File: src/rtl/core/srsv_pkg.sv
// Shared types and constants for the snapshot record stream validator.
package srsv_pkg;

   localparam int unsigned BYTE_W      = 8;
   localparam int unsigned WORD_BYTES  = 2;
   localparam int unsigned EVENT_SHIFT = 3;   // eight payload bytes per event
   localparam int unsigned CSR_INDEX_W = 1;
   localparam int unsigned CSR_DATA_W  = 32;
   localparam int unsigned REC_CNT_W   = 32;
   localparam int unsigned EVENTS_W    = 16;
   localparam int unsigned HDR_IDX_W   = 6;
   localparam int unsigned PAYLOAD_W   = 20;

   localparam logic [CSR_INDEX_W-1:0] CSR_RECORD_COUNT = 1'b0;
   localparam logic [CSR_INDEX_W-1:0] CSR_MAX_EVENTS   = 1'b1;

   typedef enum logic [1:0] {
      PH_HEADER  = 2'd0,
      PH_PAYLOAD = 2'd1
   } phase_type;

   typedef enum logic [2:0] {
      ERR_NONE          = 3'd0,
      ERR_SHORT_HEADER  = 3'd1,
      ERR_KEY_LEN       = 3'd2,
      ERR_EVENTS        = 3'd3,
      ERR_SHORT_PAYLOAD = 3'd4,
      ERR_TRAILING      = 3'd5
   } error_type;

   typedef struct packed {
      logic              has_byte;
      logic [BYTE_W-1:0] data_byte;
      logic              end_of_buffer;
   } item_type;

   typedef struct packed {
      logic      verdict_ok;
      error_type error_reason;
   } verdict_type;

endpackage

File: src/rtl/core/srsv_check.sv
// Record parsing and verdict: one byte transaction per cycle with step set.
module srsv_check #(
   parameter int unsigned HEADER_BYTES = 8,
   parameter int unsigned KEY_BYTES    = 32
) (
   input  logic                                clock,
   input  logic                                reset,
   input  logic                                step,
   input  srsv_pkg::item_type                  item,
   input  logic [srsv_pkg::REC_CNT_W-1:0]      record_count,
   input  logic [srsv_pkg::EVENTS_W-1:0]       max_events,
   output srsv_pkg::verdict_type               verdict
);

   localparam int unsigned IW = srsv_pkg::HDR_IDX_W;
   localparam int unsigned PW = srsv_pkg::PAYLOAD_W;
   localparam int unsigned EW = srsv_pkg::EVENTS_W;
   localparam int unsigned RW = srsv_pkg::REC_CNT_W;

   localparam logic [IW-1:0] IDX_KEY_LO = IW'(0);
   localparam logic [IW-1:0] IDX_KEY_HI = IW'(1);
   localparam logic [IW-1:0] IDX_CNT_LO = IW'(srsv_pkg::WORD_BYTES);
   localparam logic [IW-1:0] IDX_CNT_HI = IW'(srsv_pkg::WORD_BYTES + 1);
   localparam logic [IW:0]   HDR_LEN    = (IW+1)'(HEADER_BYTES);
   localparam logic [EW-1:0] KEY_LEN    = EW'(KEY_BYTES);

   srsv_pkg::phase_type phase_ff, phase_in;
   srsv_pkg::error_type first_error_ff, first_error_in;
   logic [IW-1:0] header_index_ff, header_index_in;
   logic [EW-1:0] key_length_ff, key_length_in;
   logic [EW-1:0] event_count_ff, event_count_in;
   logic [PW-1:0] payload_left_ff, payload_left_in;
   logic [RW-1:0] records_done_ff, records_done_in;

   logic [IW:0]   hdr_next;
   logic [PW-1:0] left_dec;
   logic [PW-1:0] total;

   // Next state after the byte of this transaction, if any.
   always_comb begin
      phase_in        = phase_ff;
      first_error_in  = first_error_ff;
      header_index_in = header_index_ff;
      key_length_in   = key_length_ff;
      event_count_in  = event_count_ff;
      payload_left_in = payload_left_ff;
      records_done_in = records_done_ff;
      hdr_next        = {1'b0, header_index_ff} + (IW+1)'(1);
      left_dec        = payload_left_ff - PW'(1);
      total           = '0;

      if (item.has_byte && (first_error_ff == srsv_pkg::ERR_NONE)) begin
         if (phase_ff == srsv_pkg::PH_PAYLOAD) begin
            payload_left_in = left_dec;
            if (left_dec == '0) begin
               records_done_in = records_done_ff + RW'(1);
               phase_in        = srsv_pkg::PH_HEADER;
               header_index_in = '0;
            end
         end else if ((header_index_ff == '0) && (records_done_ff >= record_count)) begin
            first_error_in = srsv_pkg::ERR_TRAILING;
         end else begin
            case (header_index_ff)
               IDX_KEY_LO: key_length_in[7:0]   = item.data_byte;
               IDX_KEY_HI: key_length_in[15:8]  = item.data_byte;
               IDX_CNT_LO: event_count_in[7:0]  = item.data_byte;
               IDX_CNT_HI: event_count_in[15:8] = item.data_byte;
               default: ;
            endcase
            total = PW'(key_length_in) + (PW'(event_count_in) << srsv_pkg::EVENT_SHIFT);
            if (hdr_next >= HDR_LEN) begin
               header_index_in = '0;
               if (key_length_in != KEY_LEN) begin
                  first_error_in = srsv_pkg::ERR_KEY_LEN;
               end else if (event_count_in > max_events) begin
                  first_error_in = srsv_pkg::ERR_EVENTS;
               end else begin
                  payload_left_in = total;
                  if (total == '0) begin
                     records_done_in = records_done_ff + RW'(1);
                  end else begin
                     phase_in = srsv_pkg::PH_PAYLOAD;
                  end
               end
            end else begin
               header_index_in = hdr_next[IW-1:0];
            end
         end
      end
   end

   // Verdict as seen after this transaction's byte.
   always_comb begin
      verdict.error_reason = first_error_in;
      if (first_error_in == srsv_pkg::ERR_NONE) begin
         if (phase_in == srsv_pkg::PH_PAYLOAD) begin
            verdict.error_reason = srsv_pkg::ERR_SHORT_PAYLOAD;
         end else if ((header_index_in != '0) || (records_done_in < record_count)) begin
            verdict.error_reason = srsv_pkg::ERR_SHORT_HEADER;
         end
      end
      verdict.verdict_ok = (verdict.error_reason == srsv_pkg::ERR_NONE);
   end

   // Rearm on reset and after the end marker.
   always_ff @(posedge clock) begin
      if (reset || (step && item.end_of_buffer)) begin
         phase_ff        <= srsv_pkg::PH_HEADER;
         first_error_ff  <= srsv_pkg::ERR_NONE;
         header_index_ff <= '0;
         key_length_ff   <= '0;
         event_count_ff  <= '0;
         payload_left_ff <= '0;
         records_done_ff <= '0;
      end else if (step) begin
         phase_ff        <= phase_in;
         first_error_ff  <= first_error_in;
         header_index_ff <= header_index_in;
         key_length_ff   <= key_length_in;
         event_count_ff  <= event_count_in;
         payload_left_ff <= payload_left_in;
         records_done_ff <= records_done_in;
      end
   end

endmodule

File: src/rtl/core/snapshot_record_stream_validator_core.sv
// Top level of the snapshot record stream validator.
//
// Input stream (req_): one transaction per snapshot byte. tdata carries the
// byte, tuser says whether the byte is present, tlast marks the end of the
// buffer. A transaction with tlast produces exactly one result transaction
// on rsp_: bit 0 is the pass flag, bits 3:1 the reason of the first error.
// Other transactions produce no result.
// Registers are written through csr_ while the stream is idle: the user must keep to
// this, the block does not enforce it. Index 0 holds the expected record count, index 1
// the largest event count per record. A result passes through the input register, then
// the result register; an end transaction waits in the input register while the result
// register is occupied and rsp_tready is low. Throughput is one transaction per cycle
// except while such an end transaction waits; the per-byte update is combinational logic
// between the input register and the parser state. Reset clears the parser state, the
// registers and the valid flags of both pipeline stages. When rsp_tready is low a held
// result stalls only the next end transaction; ordinary bytes keep flowing.
module snapshot_record_stream_validator_core #(
   parameter int unsigned HEADER_BYTES = 8,
   parameter int unsigned KEY_BYTES    = 32
) (
   input  logic                                  clock,
   input  logic                                  reset,
   input  logic                                  req_tvalid,
   output logic                                  req_tready,
   input  logic [7:0]                            req_tdata,  // data_byte
   input  logic                                  req_tuser,  // has_byte
   input  logic                                  req_tlast,  // end_of_buffer
   output logic                                  rsp_tvalid,
   input  logic                                  rsp_tready,
   output logic [7:0]                            rsp_tdata,  // verdict_ok, error_reason[2:0]
   input  logic                                  csr_we,
   input  logic [srsv_pkg::CSR_INDEX_W-1:0]      csr_index,
   input  logic [srsv_pkg::CSR_DATA_W-1:0]       csr_wdata
);

   logic [srsv_pkg::REC_CNT_W-1:0] record_count_ff, record_count_in;
   logic [srsv_pkg::EVENTS_W-1:0]  max_events_ff, max_events_in;

   srsv_pkg::item_type    stage_ff, stage_in;
   logic                  stage_valid_ff, stage_valid_in;
   srsv_pkg::verdict_type out_ff, out_in;
   logic                  out_valid_ff, out_valid_in;
   srsv_pkg::verdict_type verdict;
   logic                  consume;

   always_comb begin
      record_count_in = record_count_ff;
      max_events_in   = max_events_ff;
      if (csr_we) begin
         case (csr_index)
            srsv_pkg::CSR_RECORD_COUNT: record_count_in = csr_wdata;
            srsv_pkg::CSR_MAX_EVENTS:   max_events_in = csr_wdata[srsv_pkg::EVENTS_W-1:0];
            default: ;
         endcase
      end
   end

   // An end transaction waits while the result register is occupied and rsp_tready is low.
   assign consume    = stage_valid_ff &&
                       (!stage_ff.end_of_buffer || !out_valid_ff || rsp_tready);
   assign req_tready = !stage_valid_ff || consume;

   always_comb begin
      stage_in.has_byte      = req_tuser;
      stage_in.data_byte     = req_tdata;
      stage_in.end_of_buffer = req_tlast;
      if (req_tvalid && req_tready) begin
         stage_valid_in = 1'b1;
      end else if (consume) begin
         stage_valid_in = 1'b0;
      end else begin
         stage_valid_in = stage_valid_ff;
      end
   end

   always_comb begin
      out_in       = out_ff;
      out_valid_in = out_valid_ff;
      if (consume && stage_ff.end_of_buffer) begin
         out_in       = verdict;
         out_valid_in = 1'b1;
      end else if (rsp_tready) begin
         out_valid_in = 1'b0;
      end
   end

   srsv_check #(
      .HEADER_BYTES (HEADER_BYTES),
      .KEY_BYTES    (KEY_BYTES)
   ) u_check (
      .clock        (clock),
      .reset        (reset),
      .step         (consume),
      .item         (stage_ff),
      .record_count (record_count_ff),
      .max_events   (max_events_ff),
      .verdict      (verdict)
   );

   always_ff @(posedge clock) begin
      if (reset) begin
         record_count_ff <= '0;
         max_events_ff   <= '0;
         stage_valid_ff  <= 1'b0;
         out_valid_ff    <= 1'b0;
      end else begin
         record_count_ff <= record_count_in;
         max_events_ff   <= max_events_in;
         stage_valid_ff  <= stage_valid_in;
         out_valid_ff    <= out_valid_in;
      end
   end

   // Payload registers: hold while stalled.
   always_ff @(posedge clock) begin
      if (req_tvalid && req_tready) begin
         stage_ff <= stage_in;
      end
      out_ff <= out_in;
   end

   assign rsp_tvalid = out_valid_ff;
   assign rsp_tdata  = {4'b0000, out_ff.error_reason, out_ff.verdict_ok};

endmodule

File: config.mk
export PLATFORM = sky130hd
export DESIGN_NAME = snapshot_record_stream_validator_core
export DESIGN_NICKNAME = d
export VERILOG_FILES = /design/src/rtl/core/srsv_pkg.sv /design/src/rtl/core/srsv_check.sv /design/src/rtl/core/snapshot_record_stream_validator_core.sv
export SDC_FILE = /design/constraint.sdc
export NUM_CORES = 1
export LEC_CHECK = 0
export BUFFER_PORTS_ARGS = -buffer_cell sky130_fd_sc_hd__buf_4
export CAP_MARGIN = 10
export CORE_UTILIZATION = 35
export DETAILED_ROUTE_END_ITERATION = 12
export HOLD_SLACK_MARGIN = 0.02
export PLACE_DENSITY = 0.56
export SKIP_LAST_GASP = 1
export SYNTH_ARGS = -nofsm -noshare
export SYNTH_HDL_FRONTEND = slang
export SYNTH_SLANG_ARGS = --single-unit
File: constraint.sdc
create_clock -name clock -period 10.4 [get_ports clock]
set_input_delay 1.04 -clock clock [delete_from_list [all_inputs] [get_ports clock]]
set_output_delay 1.04 -clock clock [all_outputs]
set_load 0.05 [all_outputs]
## After elaboration in Yosys (flattened, before gate mapping)

Cells that the tools add are included.
Widths: inputs -> output; s select.

| operators by class | value |
|---|---|
| add/sub/neg operators | 4 |
| magnitude comparators | 4 |
| equal/unequal tests | 9 |
| mux-type cells | 55 |
| bitwise operators | 3 |
| reductions and logical operators | 27 |

Operator list:

| kind | number |
|---|---|
| $mux 32 | 8 |
| $mux 8 | 16 |
| $mux 20 | 5 |
| $logic_not 20->1 | 2 |
| $add 32x1->32 const B | 1 |
| $ge 32x32->1 | 1 |
| $lt 32x32->1 | 1 |
| $mux 6 | 5 |
| $mux 3 | 9 |
| $add 16x19->20 | 1 |
| $sub 20x1->20 const B | 1 |
| $gt 16x16->1 | 1 |
| $mux 2 | 8 |
| $ne 16x6->1 const B | 1 |
| $eq 6x2->1 const B | 2 |
| $logic_not 3->1 | 3 |
| $add 6x1->7 const B | 1 |
| $ge 7x4->1 const B | 1 |
| $eq 6x1->1 const B | 1 |
| $logic_not 6->1 | 1 |
| $ne 2x1->1 const B | 3 |
| $reduce_and 6->1 | 1 |
| $reduce_bool 2->1 | 3 |
| $reduce_bool 6->1 | 1 |
| other kinds (8) | 25 |

| word-level totals | value |
|---|---|
| register bits after elaboration | 159 |
| bits of input ports | 48 |
| output and inout bits | 10 |
| logic and storage cells | 118 |

## Depth between registers and ports, before layout

| logic depth | value |
|---|---|
| depth after elaboration | 20 |
| gate-level depth with buffers | 30 |
| gate-level depth less buffers | 27 |

## By module

From an unflattened synthesis, not the netlist that was laid out.

| second synthesis, totals | value |
|---|---|
| cells, all modules | 1463 |
| area total of the unflattened synthesis | 11398.4 um2 |

Modules (own cells, without submodules):

| module | times used | cells each | area each (um2) | sequential area each (um2) |
|---|---|---|---|---|
| srsv_check | 1 | 1220 | 9143.8 | 1901.8 |
| snapshot_record_stream_validator_core | 1 | 243 | 2254.7 | 1421.4 |

## Worst setup path before layout

OpenSTA, ideal clock, no wires.

| timing | value |
|---|---|
| path kind | register to register |
| start point | register u_check.header_index_ff[2] |
| end point | register out_ff, in the netlist rsp_tdata[0], data pin |
| library setup time | 0.257 ns |
| arrival | 6.221 ns |
| data required time | 10.143 ns |
| path slack | 3.922 ns |
| stages on the path, launching flop included | 31 |
| buffers on the path | 4 |
| clock period less this slack | 6.478 ns |
| path through | dfxtp_1 nor4_4 buf_4 nand2_1 mux2i_1 inv_1 ha_1 a21oi_1 a2bb2oi_1 nor2_1 or3_1 a31o_1 a2111oi_4 and4_1 a31oi_1 buf_6 buf_6 buf_2 nor3_1 xor2_1 ha_1 a21o_1 a21o_1 a21oi_1 o21ai_0 or4_1 a21oi_1 o21a_1 a2111oi_0 nand4_1 nor3_1 |

RTL lines:

| item | line | source |
|---|---|---|
| from (decl) | srsv_check.sv:29 | `logic [IW-1:0] header_index_ff, header_index_in;` |
| from (signal assigned) | srsv_check.sv:118 | `header_index_ff <= header_index_in;` |
| to (signal assigned) | snapshot_record_stream_validator_core.sv:119 | `out_ff <= out_in;` |
| to (decl) | snapshot_record_stream_validator_core.sv:41 | `srsv_pkg::verdict_type out_ff, out_in;` |

==> flow_summary.json <==
{
  "mostFrequentLayoutCells": "nand2_1, a21oi_1, dfxtp_1",
  "clockBufferDepth": 2,
  "synth_edf_count": 14,
  "start_util_pct": 35.9,
  "multiInputGateArea_mm2": 0.00720,
  "slew_headroom_pct": 11.9,
  "drive_above_1_share_pct": 9.88,
  "place_hpwl_um": 23500,
  "r2r_end": "rsp_tdata[1]",
  "synth_top_flop_cell": "dfxtp_1",
  "finalNonFillerCells": 1844,
  "cts_made_buffers": 17,
  "worstPathRequired_ns": 10.57,
  "synth_area_leader_cell": "dfxtp_1",
  "ys_warn_count": 0,
  "hp-start": "u_check.phase_ff[1]",
  "num_antenna_cells": 0,
  "critPathMaxFanout": 50,
  "cp-start-kind": "register",
  "wl_um": 32200,
  "r2r_setup_slack_ns": 2.25,
  "coreArea_mm2": 0.0309,
  "r2r_start": "u_check.header_index_ff[2]",
  "period_minus_slack_ns": 8.15,
  "finalPower_mw": 1.47,
  "async_reset_ff_share_pct": 0,
  "maxCapViolCount": 0,
  "ios": 58,
  "cts-hold-fix-buffers": 0,
  "worst-setup-path-type": "register to register",
  "top_layer": "met4",
  "grt_first_pass_wirelength_um": 52000,
  "drc": 0,
  "fin_util_pct": 40.0,
  "n_fill_cell": 3234,
  "firstDrtPassIters": 7,
  "htreeDepth": 4,
  "grt_pass1_vias": 9597,
  "yosysSeqAreaShare_pct": 29.9,
  "crit_end": "rsp_tdata[1]",
  "tightest_slew_ns": 1.30,
  "finalWeightedCongestion": 0.868,
  "regArea_mm2": 0.00332,
  "grt_max_degree": 64,
  "synth_top_cells_by_area": "dfxtp_1, ha_1, a21oi_1, nand2_1, edfxtp_1",
  "cts_root_buf": "clkbuf_16",
  "arrival_ns": 8.31,
  "met2_length_um": 13900,
  "die_area_mm2": 0.0324,
  "setup_tns_ns": 0,
  "setup_viol": 0,
  "vias": 10400,
  "die_h_um": 180,
  "period_share_pct": 78.3,
  "ys_ff_latch": 159,
  "die_w_um": 180,
  "nets": 1579,
  "postRouteAntennaNets": 0,
  "hold-worst-slack_ns": 0.452,
  "wl_met3_um": 1410,
  "rows": 64,
  "cts_sinks": 159,
  "io_buffers": 53,
  "synth_top_area_share_pct": 26.1,
  "cts_resized": 0,
  "synth_area_mm2": 0.0111,
  "placedCellCount": 1812,
  "synth.distinct_cells": 77,
  "grt_setup_unrepaired": "false",
  "worstSetupStartpoint": "u_check.header_index_ff[2]",
  "reg2reg_depth": 27,
  "final_hold_viol_count": 0,
  "power.density_mw_per_mm2": 119,
  "grt_remaining_overflow": 0,
  "avgSynthCellArea_um2": 7.80,
  "wl_met1_um": 16600,
  "layout_commonest_cell": "nand2_1",
  "cts.clk_slew.worst_paths_ns": 0.07,
  "hold_class": "register to register",
  "cts_tree": "built",
  "p_leak_nw": 4.92,
  "synthCells": 1423,
  "peakVddDrop_uv": 120,
  "finalMaxSlewViolations": 0,
  "outcome": "completed",
  "clock_skew_ns": 0.0160,
  "post-cts-setup-buffers": 0,
  "insertion_delay_ns": 0.45,
  "max_freq_mhz": 123,
  "viasPerCell": 5.66,
  "syn_to_final_growth_pct": 11.4,
  "worstSetupEndpointType": "register",
  "wire_per_inst_um": 17.5,
  "track_usage_pct": 19.9,
  "drt_iter0_markers": 724,
  "antenna_found_initial": 0
}
==> worst min-delay path by stage <==
stage,endpoint,slack [ns],cells past startpoint
2_1_floorplan,u_check.phase_ff[1],0.42,2
3_3_place_gp,record_count_ff[31],0.44,2
3_5_place_dp,u_check.phase_ff[1],0.44,2
4_1_cts,u_check.phase_ff[1],0.45,2
5_1_grt,record_count_ff[30],0.48,2
6_report,u_check.phase_ff[1],0.45,2
==> per-layer routing <==
layer | global-route usage (%) | vias up
li1 | - | 5219
met1 | 29.4 | 4971
met2 | 30.1 | 229
met3 | 2.79 | 22
met4 | 5.03 | 0
met5 | 0 | -
==> state kept, by name (all words and copies together) (netlist names), named ones only <==
| name | count |
|---|---|
| u_check.phase_ff | 2 |
| u_check.first_error_ff | 3 |
| u_check.payload_left_ff | 20 |
| u_check.event_count_ff | 13 |
| rsp_tdata | 4 |
| u_check.records_done_ff | 32 |
| stage_valid_ff | 1 |
| stage_ff | 10 |
| rsp_tvalid | 1 |
| record_count_ff | 32 |
| u_check.header_index_ff | 6 |
| u_check.key_length_ff | 16 |
| max_events_ff | 16 |
==> power by group <==
group          leakage, nW  internal (mW)  switching [mW]  total [mW]
logic                 3.34         0.0714           0.127       0.199
registers             1.31          0.632          0.0134       0.646
clock network        0.276          0.355           0.271       0.625
total                 4.92           1.06           0.411        1.47
==> logic make-up (layout without fill, tap and decap cells) <==
family / Yosys count / after routing / share of synthesized area (%)
xor gates and xnor gates: 44 / 44 / 3.47
muxes: 41 / 41 / 3.97
AOI/OAI and AO/OA: 410 / 410 / 23.2
and+or+nand+nor: 522 / 522 / 23.1
DFF: 159 / 159 / 29.9
adders and majority gates: 96 / 96 / 10.8
buffers and inverters: 150 / 172 / 5.51
other: 1 / 4 / 0.0338
==> Yosys cell counts (33+ instances only) <==
cell and instances:
dfxtp_1 145, or4_1 35, nand3_1 38, o31ai_1 37, xor2_1 33, ha_1 96, nor3_1 50, inv_1 74
clkbuf_1 59, nor2_1 78, nand2_1 205, o21ai_0 67, a21oi_1 161
==> worst max-delay path, stage by stage (launching register included) <==
cell	delay (ns)
dfxtp_1	0.38
nor4_4	0.72
nand2_1	0.39
mux2i_1	0.47
inv_1	0.10
ha_1	0.43
nand3_1	0.16
nor3_1	0.30
nand2b_1	0.13
or4_1	0.52
nand4b_1	0.19
a2111oi_4	0.08
and4_1	0.23
a31oi_4	0.85
buf_4	0.56
nor3_1	0.12
xor2_1	0.16
ha_1	0.31
a21oi_1	0.06
o21ai_0	0.26
a221o_1	0.22
a21oi_1	0.05
nor3_1	0.18
o21a_1	0.13
nor2_1	0.03
a2111oi_0	0.44
nand4_1	0.18
a2bb2oi_1	0.19
==> per-stage QoR <==
| step | instance area [um^2] | setup WS, ns |
|---|---|---|
| global route | 12400 | 1.56 |
| finish | 12400 | 2.25 |
| detailed placement | 11800 | 2.34 |
| floorplan | 11100 | 3.92 |
| global placement | 11800 | 2.57 |
| CTS | 12400 | 2.31 |
==> layout make-up <==
cell class              instances  area share, %
multi-input cells            1117           58.2
flip-flops and latches        159           26.9
repair buffers                 66           4.01
well taps                     396           4.01
clock buffers                  23           3.95
inverters                      74           2.25
clock inverters                 9          0.668
No activity file was read; power rests on OpenSTA's default activity.
